## src/hw/rtl/capacitive_touch_key_qualifier_unit_macros.svh

```systemverilog
// Assertion macros shared by the touch key qualifier RTL.
`ifndef CAPACITIVE_TOUCH_KEY_QUALIFIER_UNIT_MACROS_SVH
`define CAPACITIVE_TOUCH_KEY_QUALIFIER_UNIT_MACROS_SVH

// Same-cycle implication, disabled while reset is asserted.
`define CTKQ_ASSERT_NOW(lbl, clk, rst_n, ante, cons, msg) \
	lbl: assert property (@(posedge clk) disable iff (!(rst_n)) (ante) |-> (cons)) \
		else $error(msg);

// Next-cycle implication, disabled while reset is asserted.
`define CTKQ_ASSERT_NEXT(lbl, clk, rst_n, ante, cons, msg) \
	lbl: assert property (@(posedge clk) disable iff (!(rst_n)) (ante) |=> (cons)) \
		else $error(msg);

`endif

```

## src/hw/rtl/ctkq_pkg.sv

```systemverilog
// Shared constants and codes of the touch key qualifier.
package ctkq_pkg;

	localparam int VALUE_W   = 16;  // charge time and baseline width
	localparam int COUNT_W   = 8;   // scan length and lockout width
	localparam int FUNC_W    = 2;
	localparam int CFG_IDX_W = 3;
	localparam int CFG_DATA_W = 16;
	localparam int TRIM      = 2;   // samples dropped at each end of the sorted set

	localparam logic [FUNC_W-1:0] FUNC_SAMPLE   = 2'd0;
	localparam logic [FUNC_W-1:0] FUNC_RESTART  = 2'd1;
	localparam logic [FUNC_W-1:0] FUNC_OVERFLOW = 2'd2;

	localparam logic [CFG_IDX_W-1:0] REG_GATE_MARGIN  = 3'd0;
	localparam logic [CFG_IDX_W-1:0] REG_TIMER_MAX    = 3'd1;
	localparam logic [CFG_IDX_W-1:0] REG_NORMAL_SAMP  = 3'd2;
	localparam logic [CFG_IDX_W-1:0] REG_CONT_SAMP    = 3'd3;
	localparam logic [CFG_IDX_W-1:0] REG_CONT_MODE    = 3'd4;

	localparam logic KIND_CAL  = 1'b0;
	localparam logic KIND_SCAN = 1'b1;

endpackage

```

## src/hw/rtl/ctkq_channels.sv

```systemverilog
// Valid/ready channel interfaces for measurement input and report output.
interface ctkq_meas_if;
	logic                          valid;
	logic                          ready;
	logic [ctkq_pkg::FUNC_W-1:0]   func;
	logic [ctkq_pkg::VALUE_W-1:0]  charge_time;

	modport source (output valid, output func, output charge_time, input ready);
	modport sink   (input valid, input func, input charge_time, output ready);
endinterface

interface ctkq_report_if;
	logic                          valid;
	logic                          ready;
	logic                          kind;
	logic                          pressed;
	logic                          calibration_ok;
	logic [ctkq_pkg::VALUE_W-1:0]  measured_value;

	modport source (output valid, output kind, output pressed, output calibration_ok,
		output measured_value, input ready);
	modport sink   (input valid, input kind, input pressed, input calibration_ok,
		input measured_value, output ready);
endinterface

```

## src/hw/rtl/capacitive_touch_key_qualifier_unit.sv

```systemverilog
// Touch key qualifier: calibration store, trimmed-mean baseline and scan press detection.
//
//  channel  | dir | handshake     | payload
//  ---------+-----+---------------+--------------------------------------------------
//  meas     | in  | valid / ready | func, charge_time
//  report   | out | valid / ready | kind, pressed, calibration_ok, measured_value
//  cfg      | in  | cfg_we        | cfg_idx, cfg_data (write only)
//
// Samples, restarts and overflow items are accepted back to back while idle. The sample
// that completes calibration is followed by a sweep of the calibration memory (one read
// port, one entry a cycle), a reciprocal multiplication by the constant trimmed count,
// then the posting of the result once the report register is free.
// No input is taken meanwhile.
// Reset clears all control state; the calibration memory is not cleared and is only
// read after being filled. A waiting report stalls only an item that would report.
`include "capacitive_touch_key_qualifier_unit_macros.svh"

module capacitive_touch_key_qualifier_unit #(
	parameter int CAL_SAMPLES  = 10,
	parameter int SAMPLE_WIDTH = 16
) (
	input  logic                             clk,
	input  logic                             arst_n,
	ctkq_meas_if.sink                        meas,
	ctkq_report_if.source                    report,
	input  logic                             cfg_we,
	input  logic [ctkq_pkg::CFG_IDX_W-1:0]   cfg_idx,
	input  logic [ctkq_pkg::CFG_DATA_W-1:0]  cfg_data
);
	import ctkq_pkg::*;

	// Effective sample width: the charge time field is never wider than VALUE_W.
	localparam int SW   = (SAMPLE_WIDTH < VALUE_W) ? SAMPLE_WIDTH : VALUE_W;
	localparam int IW   = $clog2(CAL_SAMPLES);
	localparam int CW   = $clog2(CAL_SAMPLES + 1);
	localparam int SUMW = SW + $clog2(CAL_SAMPLES);
	localparam int DIV  = CAL_SAMPLES - 2 * TRIM;
	// Reciprocal of the trimmed count, exact for every SUMW-bit dividend.
	localparam int DSH  = SUMW + $clog2(DIV);
	localparam int MW   = DSH + 1;
	localparam longint unsigned RECIP = ((64'd1 << DSH) + 64'(DIV) - 64'd1) / 64'(DIV);

	localparam logic [1:0] ST_IDLE  = 2'd0;
	localparam logic [1:0] ST_SWEEP = 2'd1;
	localparam logic [1:0] ST_DIV   = 2'd2;
	localparam logic [1:0] ST_EMIT  = 2'd3;

	// Configuration registers
	logic [VALUE_W-1:0] gate_q, tmax_q;
	logic [COUNT_W-1:0] nsamp_q, csamp_q;
	logic               cmode_q;

	// Detector state
	logic [1:0]         state_q;
	logic [CW-1:0]      cal_count_q;
	logic               calibrated_q;
	logic [VALUE_W-1:0] baseline_q;
	logic [COUNT_W-1:0] lockout_q;
	logic [COUNT_W-1:0] scan_count_q;
	logic [SW-1:0]      scan_max_q;

	// Calibration memory and sweep datapath
	logic [SW-1:0]      cal_mem [CAL_SAMPLES];
	logic [CW-1:0]      rd_idx_q;
	logic               rd_vld_s1;
	logic [SW-1:0]      rd_data_s1;
	logic [SUMW-1:0]    sum_q;
	logic [SW-1:0]      lo1_q, lo2_q, hi1_q, hi2_q;

	// Divider
	logic [SUMW-1:0]    div_q;
	logic [SW-1:0]      quot_q;

	// Report register
	logic               out_valid_q;
	logic               out_kind_q, out_pressed_q, out_ok_q;
	logic [VALUE_W-1:0] out_value_q;

	// ---------------------------------------------------------------------------------
	// Configuration writes; indexes beyond the list are dropped.
	// ---------------------------------------------------------------------------------
	always_ff @(posedge clk or negedge arst_n) begin
		if (!arst_n) begin
			gate_q  <= VALUE_W'(100);
			tmax_q  <= '1;
			nsamp_q <= COUNT_W'(3);
			csamp_q <= COUNT_W'(1);
			cmode_q <= 1'b0;
		end else if (cfg_we) begin
			unique case (cfg_idx)
				REG_GATE_MARGIN: gate_q  <= cfg_data[VALUE_W-1:0];
				REG_TIMER_MAX:   tmax_q  <= cfg_data[VALUE_W-1:0];
				REG_NORMAL_SAMP: nsamp_q <= cfg_data[COUNT_W-1:0];
				REG_CONT_SAMP:   csamp_q <= cfg_data[COUNT_W-1:0];
				REG_CONT_MODE:   cmode_q <= cfg_data[0];
				default: ;
			endcase
		end
	end

	// ---------------------------------------------------------------------------------
	// Scan arithmetic for the item on the input channel.
	// ---------------------------------------------------------------------------------
	logic [SW-1:0]      sample;
	logic               is_sample, cal_last, scan_first, scan_end, over_gate;
	logic [COUNT_W-1:0] lock_eff, cnt_inc, scan_len, lock_reload, lock_next;
	logic [SW-1:0]      max_base, max_new;
	logic [VALUE_W:0]   gate_sum;
	logic               report_free, emit_scan, accept;

	assign sample     = meas.charge_time[SW-1:0];
	assign is_sample  = (meas.func == FUNC_SAMPLE);
	assign cal_last   = (cal_count_q == CW'(CAL_SAMPLES - 1));
	assign scan_first = (scan_count_q == '0);
	// Continuous mode releases the lockout as each scan opens.
	assign lock_eff   = (scan_first && cmode_q) ? '0 : lockout_q;
	assign max_base   = scan_first ? '0 : scan_max_q;
	assign max_new    = (sample > max_base) ? sample : max_base;
	assign cnt_inc    = (scan_count_q != '1) ? scan_count_q + COUNT_W'(1) : scan_count_q;

	always_comb begin
		scan_len = cmode_q ? csamp_q : nsamp_q;
		if (scan_len == '0) begin
			scan_len = COUNT_W'(1);
		end
	end

	assign scan_end    = (cnt_inc >= scan_len);
	assign gate_sum    = {1'b0, baseline_q} + {1'b0, gate_q};
	assign over_gate   = ((VALUE_W + 1)'(max_new) > gate_sum);
	assign lock_reload = over_gate ? nsamp_q : lock_eff;
	assign lock_next   = (lock_reload != '0) ? lock_reload - COUNT_W'(1) : lock_reload;

	assign report_free = !out_valid_q || report.ready;
	assign emit_scan   = is_sample && calibrated_q && scan_end;
	// Items that post nothing pass even while a report waits.
	assign meas.ready  = (state_q == ST_IDLE) && (report_free || !emit_scan);
	assign accept      = meas.valid && meas.ready;

	// ---------------------------------------------------------------------------------
	// Calibration memory: write at the fill count, read one entry a cycle in the sweep.
	// ---------------------------------------------------------------------------------
	logic wr_en, rd_en;

	assign wr_en = accept && is_sample && !calibrated_q;
	assign rd_en = (state_q == ST_SWEEP) && (rd_idx_q != CW'(CAL_SAMPLES));

	always_ff @(posedge clk) begin
		if (wr_en) begin
			cal_mem[cal_count_q[IW-1:0]] <= sample;
		end
		if (rd_en) begin
			rd_data_s1 <= cal_mem[rd_idx_q[IW-1:0]];
		end
	end

	// ---------------------------------------------------------------------------------
	// Trimmed sum: total less the two lowest and two highest entries.
	// ---------------------------------------------------------------------------------
	logic [SUMW-1:0]    mid_sum;
	logic [SUMW+MW-1:0] prod;
	logic [SW-1:0]      quot;
	logic               quot_ok;

	assign mid_sum = sum_q - SUMW'(lo1_q) - SUMW'(lo2_q) - SUMW'(hi1_q) - SUMW'(hi2_q);
	assign prod    = (SUMW + MW)'(div_q) * (SUMW + MW)'(RECIP);
	assign quot    = quot_q;
	assign quot_ok = (VALUE_W'(quot) <= (tmax_q >> 1));

	always_ff @(posedge clk) begin
		if (accept && is_sample && !calibrated_q && cal_last) begin
			sum_q    <= '0;
			lo1_q    <= '1;
			lo2_q    <= '1;
			hi1_q    <= '0;
			hi2_q    <= '0;
			rd_idx_q <= '0;
		end else if (state_q == ST_SWEEP) begin
			if (rd_en) begin
				rd_idx_q <= rd_idx_q + CW'(1);
			end
			if (rd_vld_s1) begin
				sum_q <= sum_q + SUMW'(rd_data_s1);
				if (rd_data_s1 < lo1_q) begin
					lo2_q <= lo1_q;
					lo1_q <= rd_data_s1;
				end else if (rd_data_s1 < lo2_q) begin
					lo2_q <= rd_data_s1;
				end
				if (rd_data_s1 > hi1_q) begin
					hi2_q <= hi1_q;
					hi1_q <= rd_data_s1;
				end else if (rd_data_s1 > hi2_q) begin
					hi2_q <= rd_data_s1;
				end
			end else if (!rd_en) begin
				// Sweep drained: load the divider.
				div_q <= mid_sum;
			end
		end else if (state_q == ST_DIV) begin
			// Divide by the constant trimmed count through its reciprocal.
			quot_q <= prod[DSH +: SW];
		end
	end

	always_ff @(posedge clk or negedge arst_n) begin
		if (!arst_n) begin
			rd_vld_s1 <= 1'b0;
		end else begin
			rd_vld_s1 <= rd_en;
		end
	end

	// ---------------------------------------------------------------------------------
	// Sequencer and detector state.
	// ---------------------------------------------------------------------------------
	logic load_cal;

	assign load_cal = (state_q == ST_EMIT) && report_free;

	always_ff @(posedge clk or negedge arst_n) begin
		if (!arst_n) begin
			state_q      <= ST_IDLE;
			cal_count_q  <= '0;
			calibrated_q <= 1'b0;
			baseline_q   <= '0;
			lockout_q    <= '0;
			scan_count_q <= '0;
			scan_max_q   <= '0;
		end else begin
			unique case (state_q)
				ST_IDLE: begin
					if (accept) begin
						unique case (meas.func)
							FUNC_RESTART: begin
								cal_count_q  <= '0;
								calibrated_q <= 1'b0;
								scan_count_q <= '0;
								scan_max_q   <= '0;
							end
							FUNC_OVERFLOW: begin
								baseline_q <= tmax_q;
							end
							FUNC_SAMPLE: begin
								if (!calibrated_q) begin
									cal_count_q <= cal_count_q + CW'(1);
									if (cal_last) begin
										state_q <= ST_SWEEP;
									end
								end else begin
									scan_max_q <= max_new;
									if (scan_end) begin
										scan_count_q <= '0;
										lockout_q    <= lock_next;
									end else begin
										scan_count_q <= cnt_inc;
										lockout_q    <= lock_eff;
									end
								end
							end
							default: ;  // unused code: ignore
						endcase
					end
				end
				ST_SWEEP: begin
					if (!rd_en && !rd_vld_s1) begin
						state_q <= ST_DIV;
					end
				end
				ST_DIV: begin
					state_q <= ST_EMIT;
				end
				ST_EMIT: begin
					if (report_free) begin
						baseline_q   <= VALUE_W'(quot);
						calibrated_q <= 1'b1;
						cal_count_q  <= '0;
						scan_count_q <= '0;
						scan_max_q   <= '0;
						state_q      <= ST_IDLE;
					end
				end
				default: state_q <= ST_IDLE;
			endcase
		end
	end

	// ---------------------------------------------------------------------------------
	// Report register: hold until taken, load scan or calibration results.
	// ---------------------------------------------------------------------------------
	logic load_scan;

	assign load_scan = accept && emit_scan;

	always_ff @(posedge clk or negedge arst_n) begin
		if (!arst_n) begin
			out_valid_q <= 1'b0;
		end else if (load_scan || load_cal) begin
			out_valid_q <= 1'b1;
		end else if (report.ready) begin
			out_valid_q <= 1'b0;
		end
	end

	always_ff @(posedge clk) begin
		if (load_scan) begin
			out_kind_q    <= KIND_SCAN;
			out_pressed_q <= over_gate && (lock_eff == '0);
			out_ok_q      <= (baseline_q <= (tmax_q >> 1));
			out_value_q   <= VALUE_W'(max_new);
		end else if (load_cal) begin
			out_kind_q    <= KIND_CAL;
			out_pressed_q <= 1'b0;
			out_ok_q      <= quot_ok;
			out_value_q   <= VALUE_W'(quot);
		end
	end

	assign report.valid          = out_valid_q;
	assign report.kind           = out_kind_q;
	assign report.pressed        = out_pressed_q;
	assign report.calibration_ok = out_ok_q;
	assign report.measured_value = out_value_q;

	// ---------------------------------------------------------------------------------
	// Assertions
	// ---------------------------------------------------------------------------------
	`CTKQ_ASSERT_NOW(a_fill_bound, clk, arst_n, 1'b1, cal_count_q <= CW'(CAL_SAMPLES),
		"calibration fill count beyond store depth")
	`CTKQ_ASSERT_NOW(a_sweep_full, clk, arst_n, $rose(state_q == ST_SWEEP),
		cal_count_q == CW'(CAL_SAMPLES), "sweep started before the store was full")
	`CTKQ_ASSERT_NOW(a_busy_uncal, clk, arst_n, state_q != ST_IDLE, !calibrated_q,
		"calibration sequence running while calibrated")
	`CTKQ_ASSERT_NOW(a_quot_fits, clk, arst_n, state_q == ST_DIV, (prod >> (DSH + SW)) == '0,
		"trimmed mean exceeds sample width")
	`CTKQ_ASSERT_NEXT(a_cal_report, clk, arst_n, load_cal,
		report.valid && (report.kind == KIND_CAL) && !report.pressed && calibrated_q,
		"calibration result not posted as expected")

endmodule
```

## src/flat_wrapper.sv

```systemverilog
// flat-port wrapper written by rule: the top's interface ports become plain ports
module capacitive_touch_key_qualifier_unit_flat import ctkq_pkg::*;
#(
	parameter int CAL_SAMPLES  = 10,
	parameter int SAMPLE_WIDTH = 16
)
  (clk, arst_n, cfg_we, cfg_idx, cfg_data, meas_valid, meas_func, meas_charge_time, meas_ready, report_valid, report_kind, report_pressed, report_calibration_ok, report_measured_value, report_ready);
  ctkq_meas_if meas_i ();
  ctkq_report_if report_i ();
  input  logic clk;
  input  logic arst_n;
  input  logic cfg_we;
  input  logic [ctkq_pkg::CFG_IDX_W-1:0] cfg_idx;
  input  logic [ctkq_pkg::CFG_DATA_W-1:0] cfg_data;
  input wire logic [$bits(meas_i.valid)-1:0] meas_valid;
  input wire logic [$bits(meas_i.func)-1:0] meas_func;
  input wire logic [$bits(meas_i.charge_time)-1:0] meas_charge_time;
  output wire logic [$bits(meas_i.ready)-1:0] meas_ready;
  output wire logic [$bits(report_i.valid)-1:0] report_valid;
  output wire logic [$bits(report_i.kind)-1:0] report_kind;
  output wire logic [$bits(report_i.pressed)-1:0] report_pressed;
  output wire logic [$bits(report_i.calibration_ok)-1:0] report_calibration_ok;
  output wire logic [$bits(report_i.measured_value)-1:0] report_measured_value;
  input wire logic [$bits(report_i.ready)-1:0] report_ready;
  assign meas_i.valid = meas_valid;
  assign meas_i.func = meas_func;
  assign meas_i.charge_time = meas_charge_time;
  assign meas_ready = meas_i.ready;
  assign report_valid = report_i.valid;
  assign report_kind = report_i.kind;
  assign report_pressed = report_i.pressed;
  assign report_calibration_ok = report_i.calibration_ok;
  assign report_measured_value = report_i.measured_value;
  assign report_i.ready = report_ready;
  capacitive_touch_key_qualifier_unit #(.CAL_SAMPLES(CAL_SAMPLES), .SAMPLE_WIDTH(SAMPLE_WIDTH)) u_core (.clk(clk), .arst_n(arst_n), .meas(meas_i), .report(report_i), .cfg_we(cfg_we), .cfg_idx(cfg_idx), .cfg_data(cfg_data));
endmodule
```

## config.mk

```make
export PLATFORM = sky130hd
export DESIGN_NAME = capacitive_touch_key_qualifier_unit_flat
export DESIGN_NICKNAME = d
export VERILOG_FILES = /design/src/hw/rtl/ctkq_pkg.sv /design/src/hw/rtl/ctkq_channels.sv /design/src/hw/rtl/capacitive_touch_key_qualifier_unit.sv /design/src/flat_wrapper.sv
export VERILOG_INCLUDE_DIRS = /design/src /design/src/hw/rtl
export SDC_FILE = /design/constraint.sdc
export NUM_CORES = 1
export LEC_CHECK = 0
export BUFFER_PORTS_ARGS = -buffer_cell sky130_fd_sc_hd__buf_2
export CORE_ASPECT_RATIO = 0.9
export CORE_MARGIN = 4
export CORE_UTILIZATION = 58
export DETAILED_ROUTE_END_ITERATION = 16
export GPL_ROUTABILITY_DRIVEN = 1
export PLACE_DENSITY = 0.76
export SYNTH_ARGS = -nofsm -noshare
export SYNTH_HDL_FRONTEND = slang
export SYNTH_SLANG_ARGS = --single-unit
```

## constraint.sdc

```tcl
create_clock -name clk -period 6.7 [get_ports clk]
set_input_delay 0.67 -clock clk [delete_from_list [all_inputs] [get_ports clk]]
set_output_delay 0.67 -clock clk [all_outputs]
set_load 0.01 [all_outputs]
```

After elaboration in Yosys (flattened, before gate mapping)
Memories as Yosys holds them, arrays and structs flattened. A register that Yosys moved wholly into a read port is not among the register bits.
Index checks and enable logic that the tools add are counted.
- add/subtract/negate cells: 10
- $mul: 1
- magnitude comparators: 9
- equal/unequal tests: 23
- multiplexer cells: 54
- bitwise gates (word level): 4
- reduce and logical (&&, ||, !) cells: 52
- operator list (cell ; count):
    2-to-1 mux 16 bit ; 14
    one-hot mux 16 bit (2 select lines) ; 3
    2-to-1 mux 8 bit ; 11
    subtractor 20 x 16 -> 20 bit ; 4
    > comparator 16 bit ; 3
    multiplier 20 x 20 -> 38 bit, second input constant ; 1
    less-or-equal comparator 16 x 15 -> 1 bit ; 2
    less-than comparator 16 bit ; 2
    one-hot mux 8 bit (2 select lines) ; 2
    zero test 8 bit ; 3
    adder 20 x 16 -> 20 bit ; 1
    adder 16 x 16 -> 17 bit ; 1
    > comparator 16 x 17 -> 1 bit ; 1
    one-hot mux 4 bit (2 select lines) ; 2
    AND reduction 4 bit ; 4
    AND reduction 3 bit ; 5
    AND reduction 2 bit ; 7
    logical AND 1 bit ; 13
    2-to-1 mux 2 bit ; 6
    2-to-1 mux 4 bit ; 3
    2-to-1 mux 1 bit ; 11
    AND reduction 5 bit ; 2
    nonzero test 2 bit ; 5
    adder 4 x 1 -> 4 bit, second input constant ; 2
    24 further kinds ; 45
- bits in registers: 249
- RAM bits: 160
- bits of input ports: 42
- output and inout port bits: 21
- word-level logic and storage cells: 180
- memories: 1
- memories (name ; depth ; width ; rd ports ; clocked after Yosys merged registers in ; wr ports ; line ; RTL):
    u_core.cal_mem ; 10 ; 16 ; 1 ; 1 ; 1 ; capacitive_touch_key_qualifier_unit.sv:63 ; logic [SW-1:0] cal_mem [CAL_SAMPLES];

Longest topological paths before layout
Gate-level depths: netlist of run 1.
- word-level depth: 14
- gate-level depth with buffers: 36
- mapped depth without buffers: 33

Least setup slack after synthesis of run 1
No wires, ideal clock.
- path type: reg2reg
- start: register u_core.scan_count_q[0]
- end: register u_core.lockout_q[0]
- library setup time: 0.126 ns
- arrival: 6.374 ns
- required time: 6.574 ns
- setup slack: 0.200 ns
- stages on the path, launching flop included: 32
- path buffers: 3
- period minus slack after synthesis: 6.500 ns
- cell sequence: dfrtp_1 > inv_1 > ha_1 > nand3_1 > clkbuf_1 > nand2_1 > ha_1 > and3_1 > nand3_1 > a211o_1 > a211oi_1 > or2_1 > buf_6 > clkbuf_1 > nor2_1 > a21oi_1 > inv_1 > ha_1 > a21o_1 > a21o_1 > a21o_1 > a21oi_1 > nor2b_1 > o21ai_0 > o311a_1 > o41ai_4 > nand3_1 > mux2i_1 > ha_1 > nor4b_1 > a211oi_4 > a221o_1
- word-level cells in the longest chain between the ends: 9
- elaborated cells on any way between the ends: 22
- those cells by class: add/sub (2); order compare (3); eq/ne (1); mux (7); reduce/logical (9)
- ends and longest elaborated chain (item ; line ; RTL):
    start, declared ; capacitive_touch_key_qualifier_unit.sv:59 ; logic [COUNT_W-1:0] scan_count_q;
    start signal, assigned ; capacitive_touch_key_qualifier_unit.sv:256 ; scan_count_q <= cnt_inc;
    zero test 8 bit (tied with other cells) ; capacitive_touch_key_qualifier_unit.sv:114 ; assign scan_first = (scan_count_q == '0);
    2-to-1 mux 16 bit / 2-to-1 mux 8 bit (equally long branches) ; capacitive_touch_key_qualifier_unit.sv:117, capacitive_touch_key_qualifier_unit.sv:119 ;
    > comparator 16 bit / >= comparator 8 bit (equally long branches) ; capacitive_touch_key_qualifier_unit.sv:118, capacitive_touch_key_qualifier_unit.sv:128 ;
    2-to-1 mux 16 bit / logical AND 1 bit (equally long branches) ; capacitive_touch_key_qualifier_unit.sv:118, capacitive_touch_key_qualifier_unit.sv:135 ;
    > comparator 16 x 17 -> 1 bit / zero test 1 bit (equally long branches) ; capacitive_touch_key_qualifier_unit.sv:130, capacitive_touch_key_qualifier_unit.sv:137 ;
    2-to-1 mux 8 bit / logical OR 1 bit (equally long branches) ; capacitive_touch_key_qualifier_unit.sv:131, capacitive_touch_key_qualifier_unit.sv:137 ;
    subtractor 8 x 1 -> 8 bit (tied with other cells) ; capacitive_touch_key_qualifier_unit.sv:132 ; assign lock_next = (lock_reload != '0) ? lock_reload - COUNT_W'(1) : lock_reload;
    2-to-1 mux 8 bit / logical AND 1 bit (equally long branches) ; capacitive_touch_key_qualifier_unit.sv:132, capacitive_touch_key_qualifier_unit.sv:138 ;
    2-to-1 mux 8 bit / AND reduction 4 bit (equally long branches) ; n/a ;
    end signal, assigned ; capacitive_touch_key_qualifier_unit.sv:254 ; lockout_q <= lock_next;
    end signal, assigned ; capacitive_touch_key_qualifier_unit.sv:257 ; lockout_q <= lock_eff;
    end, declared ; capacitive_touch_key_qualifier_unit.sv:58 ; logic [COUNT_W-1:0] lockout_q;
Parallel ways exist; a longest one is shown, timed or not.
A chain may end at the register's enable or synchronous reset.

Final worst setup path of run 1
- start: register u_core.div_q[11]
- end: register u_core.quot_q[15], in the netlist u_core.quot[15], data pin
- word-level cells in the longest chain between the ends: 1
- ends and longest elaborated chain (item ; line ; RTL):
    start, declared ; capacitive_touch_key_qualifier_unit.sv:71 ; logic [SUMW-1:0] div_q;
    start signal, assigned ; capacitive_touch_key_qualifier_unit.sv:198 ; div_q <= mid_sum;
    multiplier 20 x 20 -> 38 bit ; capacitive_touch_key_qualifier_unit.sv:166 ; assign prod = (SUMW + MW)'(div_q) * (SUMW + MW)'(RECIP);
    named net u_core.prod[38] ; capacitive_touch_key_qualifier_unit.sv:161 ; logic [SUMW+MW-1:0] prod;
    end signal, assigned ; capacitive_touch_key_qualifier_unit.sv:202 ; quot_q <= prod[DSH +: SW];
    end, declared ; capacitive_touch_key_qualifier_unit.sv:72 ; logic [SW-1:0] quot_q;
The timed path passes the listed nets, and every way through them passes these cells.

==> run metrics, run 1 <==
Synth async-reset ratio 0.249; Final WS setup 0.242 ns; largest family of logic cells by synthesized area adder cells; slowest cell delay on critical path 0.57 ns; crit path capture type flop; critical path type flop to flop; Die Footprint 0.0555 mm²; largest net degree at the start of global routing 58; cell depth of the worst flop-to-flop path 21; Max stage delay cell, worst path fa_1; most common library cell in the layout ignoring fill and taps inv_1; core area 0.0508 mm²; Total GRT Usage 0.268; total gr overflow 0; Die Y 224 µm; fin. max-slew vios 0; cell row count 78; Netlist cell types 75; commonest register cell after synthesis edfxtp_1; number of port buffers 62; Routed WL 73000 µm; area share of the largest cell type after synthesis 0.230; syn avg cell area 11.0 µm²; r2r setup slk 0.24 ns; worst path bufs/invs 3; layout cells sized above 1 0.121; io pins 63; EDFF count, synth 230; synth warn 0; first-pass GRT wire length 118000 µm; reg2reg start u_core.div_q[11]$_DFFE_PP_; Post-DP HPWL 54700 µm; wire length per cell 20.6 µm; min cycle time layout 6.46 ns; ranking of synthesized cells by area edfxtp_1 (23%), ha_1 (15%), fa_1 (13%); CTS root buf clkbuf_16; vias 21146; CP required 7.04 ns; # H-tree levels 2; clk slew on worst S/H paths 0.06 ns; vias in the first global route 22157; sequential element share of the synthesized area 0.378; routability cong. 0.954; Initial Util 0.591; drt pass-1 iters 5; most used cell, CP fa_1; CP Launch Point u_core.div_q[11]$_DFFE_PP_; worst r2r dst u_core.quot[15]$_DFFE_PP_; Worst EP arrival 6.80 ns; CP delay by family, top adder cells; post-route ant nets 0; mux cell area share after synthesis 0.0532; leading area contributor after synthesis edfxtp_1; fmax 155 MHz; Layout fillers 3804; status finished clean; post-synthesis compound-gate area fraction 0.120; adder-cell share of the synthesized area 0.281; Finish-stage setup viols 0; CP cell instances ha_1 -> ha_1 -> fa_1 -> inv_1 -> fa_1 -> inv_1 -> fa_1 -> fa_1 -> fa_1 -> ha_1 -> a22oi_1 -> o211ai_1 -> a21oi_1 -> o31ai_2 -> a31oi_2 -> nand4b_1 -> a211o_1 -> a311oi_2 -> buf_4 -> a311oi_2 -> xnor2_1; Inserted Clock Buffers 46; min-delay worst type primary input to asynchronous set/reset pin; Mapped Nets 3336; Residual DRC 0; Tcrit/Tclk final 0.964; antenna violations before repair 1; Simple-Gate Fraction of Synth Area 0.0856; final hold vios 0; Mapped Cells 2733; xor and xnor area share after synthesis 0.0230; Synth Register Bits 425; Setup crit start kind flop; commonest non-fill, non-tap cells in the layout inv_1 (383), ha_1 (370), edfxtp_1 (230), nand2_1 (202), fa_1 (190); CTS tree yes; initial DRC count 1501; Total Nets Final 3430; Max clock buf depth 3; synthesized area 0.0301 mm²; # clock sinks 425; Layout area overhead 10.2%; Worst slew margin 0.0791; DP Worst Slack -0.195 ns; skew final 0.0600 ns; Slew @ Worst Pin 1.38 ns; MaxCap Viol Count 0; Vias/cell 5.97; Die Wd 248 µm; Clock Latency Late Sink 0.61 ns; crit-path max FO 4
==> registers in the layout (all words and copies together), names as in the netlist, 8 cells and up <==
signal / count
u_core.cal_mem: 160
u_core.div_q: 20
u_core.sum_q: 20
u_core.baseline_q: 16
u_core.gate_q: 16
u_core.hi1_q: 16
u_core.hi2_q: 16
u_core.lo1_q: 16
u_core.lo2_q: 16
u_core.quot: 16
u_core.rd_data_s1: 16
u_core.report.measured_value: 16
u_core.scan_max_q: 16
u_core.tmax_q: 16
u_core.csamp_q: 8
u_core.lockout_q: 8
u_core.nsamp_q: 8
u_core.scan_count_q: 8
==> cells in the mapped netlist (all sizes together) (46+ instances only) <==
master	count
dfrtp	84
ha	371
clkbuf	72
xnor2	46
mux2i	47
edfxtp	230
dfxtp	89
o21ai	110
fa	190
nor2	110
a21oi	152
inv	383
nand2	202
a21o	46
nor3	48
==> routing by layer <==
| layer | up-vias | GRT usage | part of all wire |
|---|---|---|---|
| met4 | 0 | 0.0728 | 0.027 |
| met1 | 10516 | 0.363 | 0.42 |
| met3 | 136 | 0.0366 | 0.058 |
| met5 | - | 0 | 0 |
| li1 | 9801 | - | - |
| met2 | 693 | 0.457 | 0.49 |
==> through the flow <==
stage	std cells	setup TNS [ns]	util	hold WS (ns)	cell area, µm²
2_1_floorplan	2733	0	-	0.374	30100
3_3_place_gp	3443	0	0.616	0.433	31300
3_5_place_dp	3443	-0.195	0.616	0.458	31300
4_1_cts	3527	0	0.648	0.106	32900
5_1_grt	3543	-0.0140	0.652	0.136	33100
6_report	3544	0	0.652	0.0958	33100
==> worst max-delay path by stage <==
stage	endpoint	slack, ns	cells past startpoint
floorplan	u_core.lockout_q[0]$_DFFE_PN0P_	0.20	31
global placement	u_core.quot[15]$_DFFE_PP_	0.11	21
detailed placement	u_core.lockout_q[6]$_DFFE_PN0P_	-0.19	32
CTS	u_core.quot[15]$_DFFE_PP_	0.01	21
global route	u_core.quot[15]$_DFFE_PP_	-0.01	21
finish	u_core.quot[15]$_DFFE_PP_	0.24	21
==> final cells by class <==
type                            count  area (µm²)  area share
Timing Repair Buffer              127         817      0.0247
Clock buffer                       64        1330      0.0402
Clock inverter                     20         259     0.00782
Inverter                          384        1440      0.0435
Multi-Input combinational cell   1843       17100       0.515
Sequential cell                   425       11400       0.343
Tap cell                          680         851      0.0257
Antenna cell                        1        2.50   0.0000755
==> timing repair <==
| item | CTS | global route |
|---|---|---|
| hold buffers | 0 | 0 |
| buffers inserted | 0 | 15 |
| pin swaps | 1 | 7 |
| hold endpoints to repair | 0 | 0 |
| resized for setup | 3 | 14 |
| setup endpoints to repair | 2 | 14 |
==> cell families (layout without fill, tap and decap cells) <==
logic type | after synthesis | after routing
multiplexers | 115 | 115
XOR/XNOR | 79 | 79
flip-flops | 425 | 425
AND/OR/NAND/NOR | 548 | 548
adder cells (fa/ha/maj) | 562 | 562
AO/OA/AOI/OAI | 539 | 539
buffers and inverters | 465 | 595
other | 0 | 1
Power of run 1 is not shown: default switching activity piles up to over one toggle a cycle in this logic, so the estimate is an artifact.
==> inputs of run 2 (changes only) <==
==> constraint.sdc (replaced) <==
create_clock -name clk -period 6.7 [get_ports clk]
set_input_delay 0.335 -clock clk [delete_from_list [all_inputs] [get_ports clk]]
set_output_delay 0.335 -clock clk [all_outputs]
set_load 0.01 [all_outputs]
==> run metrics, run 2 (synthesis gave the netlist of run 1 again) <==
fin. max-slew vios 0 (unchanged); utilization after layout 0.654 (+0.00199); # clock sinks 425 (unchanged); layout cells sized above 1 0.119 (-0.00228); Die Wd 248 µm (unchanged); Tcrit/Tclk final 0.954 (-0.00980); Die Footprint 0.0555 mm² (unchanged); post-route cell area 0.0332 mm² (+0.31%); Setup crit start kind flop; cell area after placement 0.0313 mm² (about the same); Routed WL 71900 µm (-1.5%); Final Non-Filler Cells 3556 (+0.34%); initial DRC count 1455 (-3.1%); commonest non-fill, non-tap cells in the layout inv_1 (383), ha_1 (370), edfxtp_1 (230), nand2_1 (202), fa_1 (190); largest net degree at the start of global routing 64 (+10%); vias 21073 (-0.35%); Total Nets Final 3441 (+0.32%); CP required 7.19 ns (+0.15 ns); Vias/cell 5.93 (-0.68%); first-pass GRT wire length 117000 µm (-0.60%); Finish-stage setup viols 0 (unchanged); most common library cell in the layout ignoring fill and taps inv_1; fmax 156 MHz (+1.0%); clk slew on worst S/H paths 0.06 ns (about the same); Initial Util 0.591 (unchanged); post-route ant nets 0 (unchanged); Total GRT Usage 0.266 (-0.00126); antenna violations before repair 1 (unchanged); io pins 63 (unchanged); critical path type flop to flop; cell row count 78 (unchanged); Hold Slack 0.0435 ns (-0.0523 ns); RSZ-0062 raised after global routing true; drt pass-1 iters 5 (unchanged); min-delay worst type primary input to flop; Inserted Clock Buffers 47 (+2.2%); Largest register FFs 160 (unchanged); Layout fillers 3836 (+0.84%); CTS tree yes; Max stage delay cell, worst path dfrtp_2; Die Y 224 µm (unchanged); Clock Latency Late Sink 0.61 ns (about the same); number of port buffers 62 (unchanged); core area 0.0508 mm² (unchanged); Slew @ Worst Pin 1.31 ns (-0.0709 ns); worst path bufs/invs 4 (+1); slowest cell delay on critical path 0.46 ns (-0.11 ns); Max clock buf depth 3 (unchanged); Ant. Diodes 0 (-1); Layout area overhead 10.6%; placed insts 3442 (-0.029%); Worst slew margin 0.127 (+0.0474); Residual DRC 0 (unchanged); min cycle time layout 6.39 ns (-0.0657 ns); status finished clean; CTS root buf clkbuf_16; crit-path max FO 16 (+12); routability cong. 0.935 (-2.0%); MaxCap Viol Count 0 (unchanged); CP delay by family, top compound AO/OA/AOI/OAI gates; wire length per cell 20.2 µm (-1.9%); total gr overflow 0 (unchanged); vias in the first global route 21935 (-1.0%); skew final 0.0379 ns (-0.0221 ns); Worst EP arrival 6.88 ns (+0.08 ns); Post-DP HPWL 53900 µm (-1.4%); final hold vios 0 (unchanged); # H-tree levels 2 (unchanged); crit path capture type flop
## run 2: cell count changes in the layout (fill, tap and decap cells not counted), sizes merged
cell         before  now
dlygate4sd3       0   14
buf             127  123
clkinv           14   18
clkbuf           64   61
inv             386  388
diode             1    0
## run 2: final cells by class
cell class,instances,area (µm²),area share
Clock buffer,61,1330,0.0401
Clock inverter,26,288,0.00866
Inverter,384,1440,0.0434
Multi-Input combinational cell,1843,17000,0.513
Sequential cell,425,11400,0.342
Tap cell,680,851,0.0256
Timing Repair Buffer,137,915,0.0275
## run 2: path summary, 6_finish.rpt
kind | start | to | slack, ns | cells after the start
worst max-delay path | u_core.scan_count_q[6]$_DFFE_PN0P_ | u_core.lockout_q[6]$_DFFE_PN0P_ | 0.31 | 33
worst min-delay path | cfg_data[3] | u_core.tmax_q[3]$_DFFE_PN1P_ | 0.04 | 3
worst max register to register | u_core.scan_count_q[6]$_DFFE_PN0P_ | u_core.lockout_q[6]$_DFFE_PN0P_ | 0.31 | 33
worst min register to register | u_core.report.kind$_SDFFE_PP1P_ | u_core.report.kind$_SDFFE_PP1P_ | 0.45 | 2
max in group asynchronous | arst_n | u_core.state_q[1]$_DFFE_PN0P_ | 5.20 | 3
min in group asynchronous | arst_n | u_core.lockout_q[5]$_DFFE_PN0P_ | 0.27 | 2
## run 2: per-layer routing
| layer | vias up | share of wire | GRT usage | wire length, µm |
|---|---|---|---|---|
| li1 | 9821 | - | - | - |
| met1 | 10387 | 0.42 | 0.366 | 30400 |
| met2 | 716 | 0.49 | 0.446 | 35200 |
| met3 | 147 | 0.059 | 0.0358 | 4220 |
| met4 | 2 | 0.029 | 0.0782 | 2110 |
| met5 | - | 0.00021 | 0 | 15 |
## run 2: worst reg2reg max path, delay by kind of cell (launching register included)
family          cells  cell delay, ns
compound gates     11            2.03
xor+xnor            1            0.10
fa+ha+maj           3            0.74
buf+inv             4            0.54
flops               1            0.46
mux                 2            0.58
simple gates       12            1.85
## run 2: stage by stage
| step | setup slack (ns) | setup TNS [ns] |
|---|---|---|
| 6_report | 0.308 | 0 |
| 5_1_grt | -0.0773 | -0.0773 |
| 4_1_cts | 0.103 | 0 |
| 3_5_place_dp | -0.00827 | -0.00827 |
| 3_3_place_gp | 0.229 | 0 |
| 2_1_floorplan | 0.200 | 0 |
## run 2: repair_timing
item,in CTS,in global routing
hold endpoints to repair,58,0
pin swaps,0,6
hold buffers,14,0
buffers inserted,0,12
endpoints found under the setup margin,1,13
gates resized for setup,1,14
Power of run 2 is left out for the same reason.
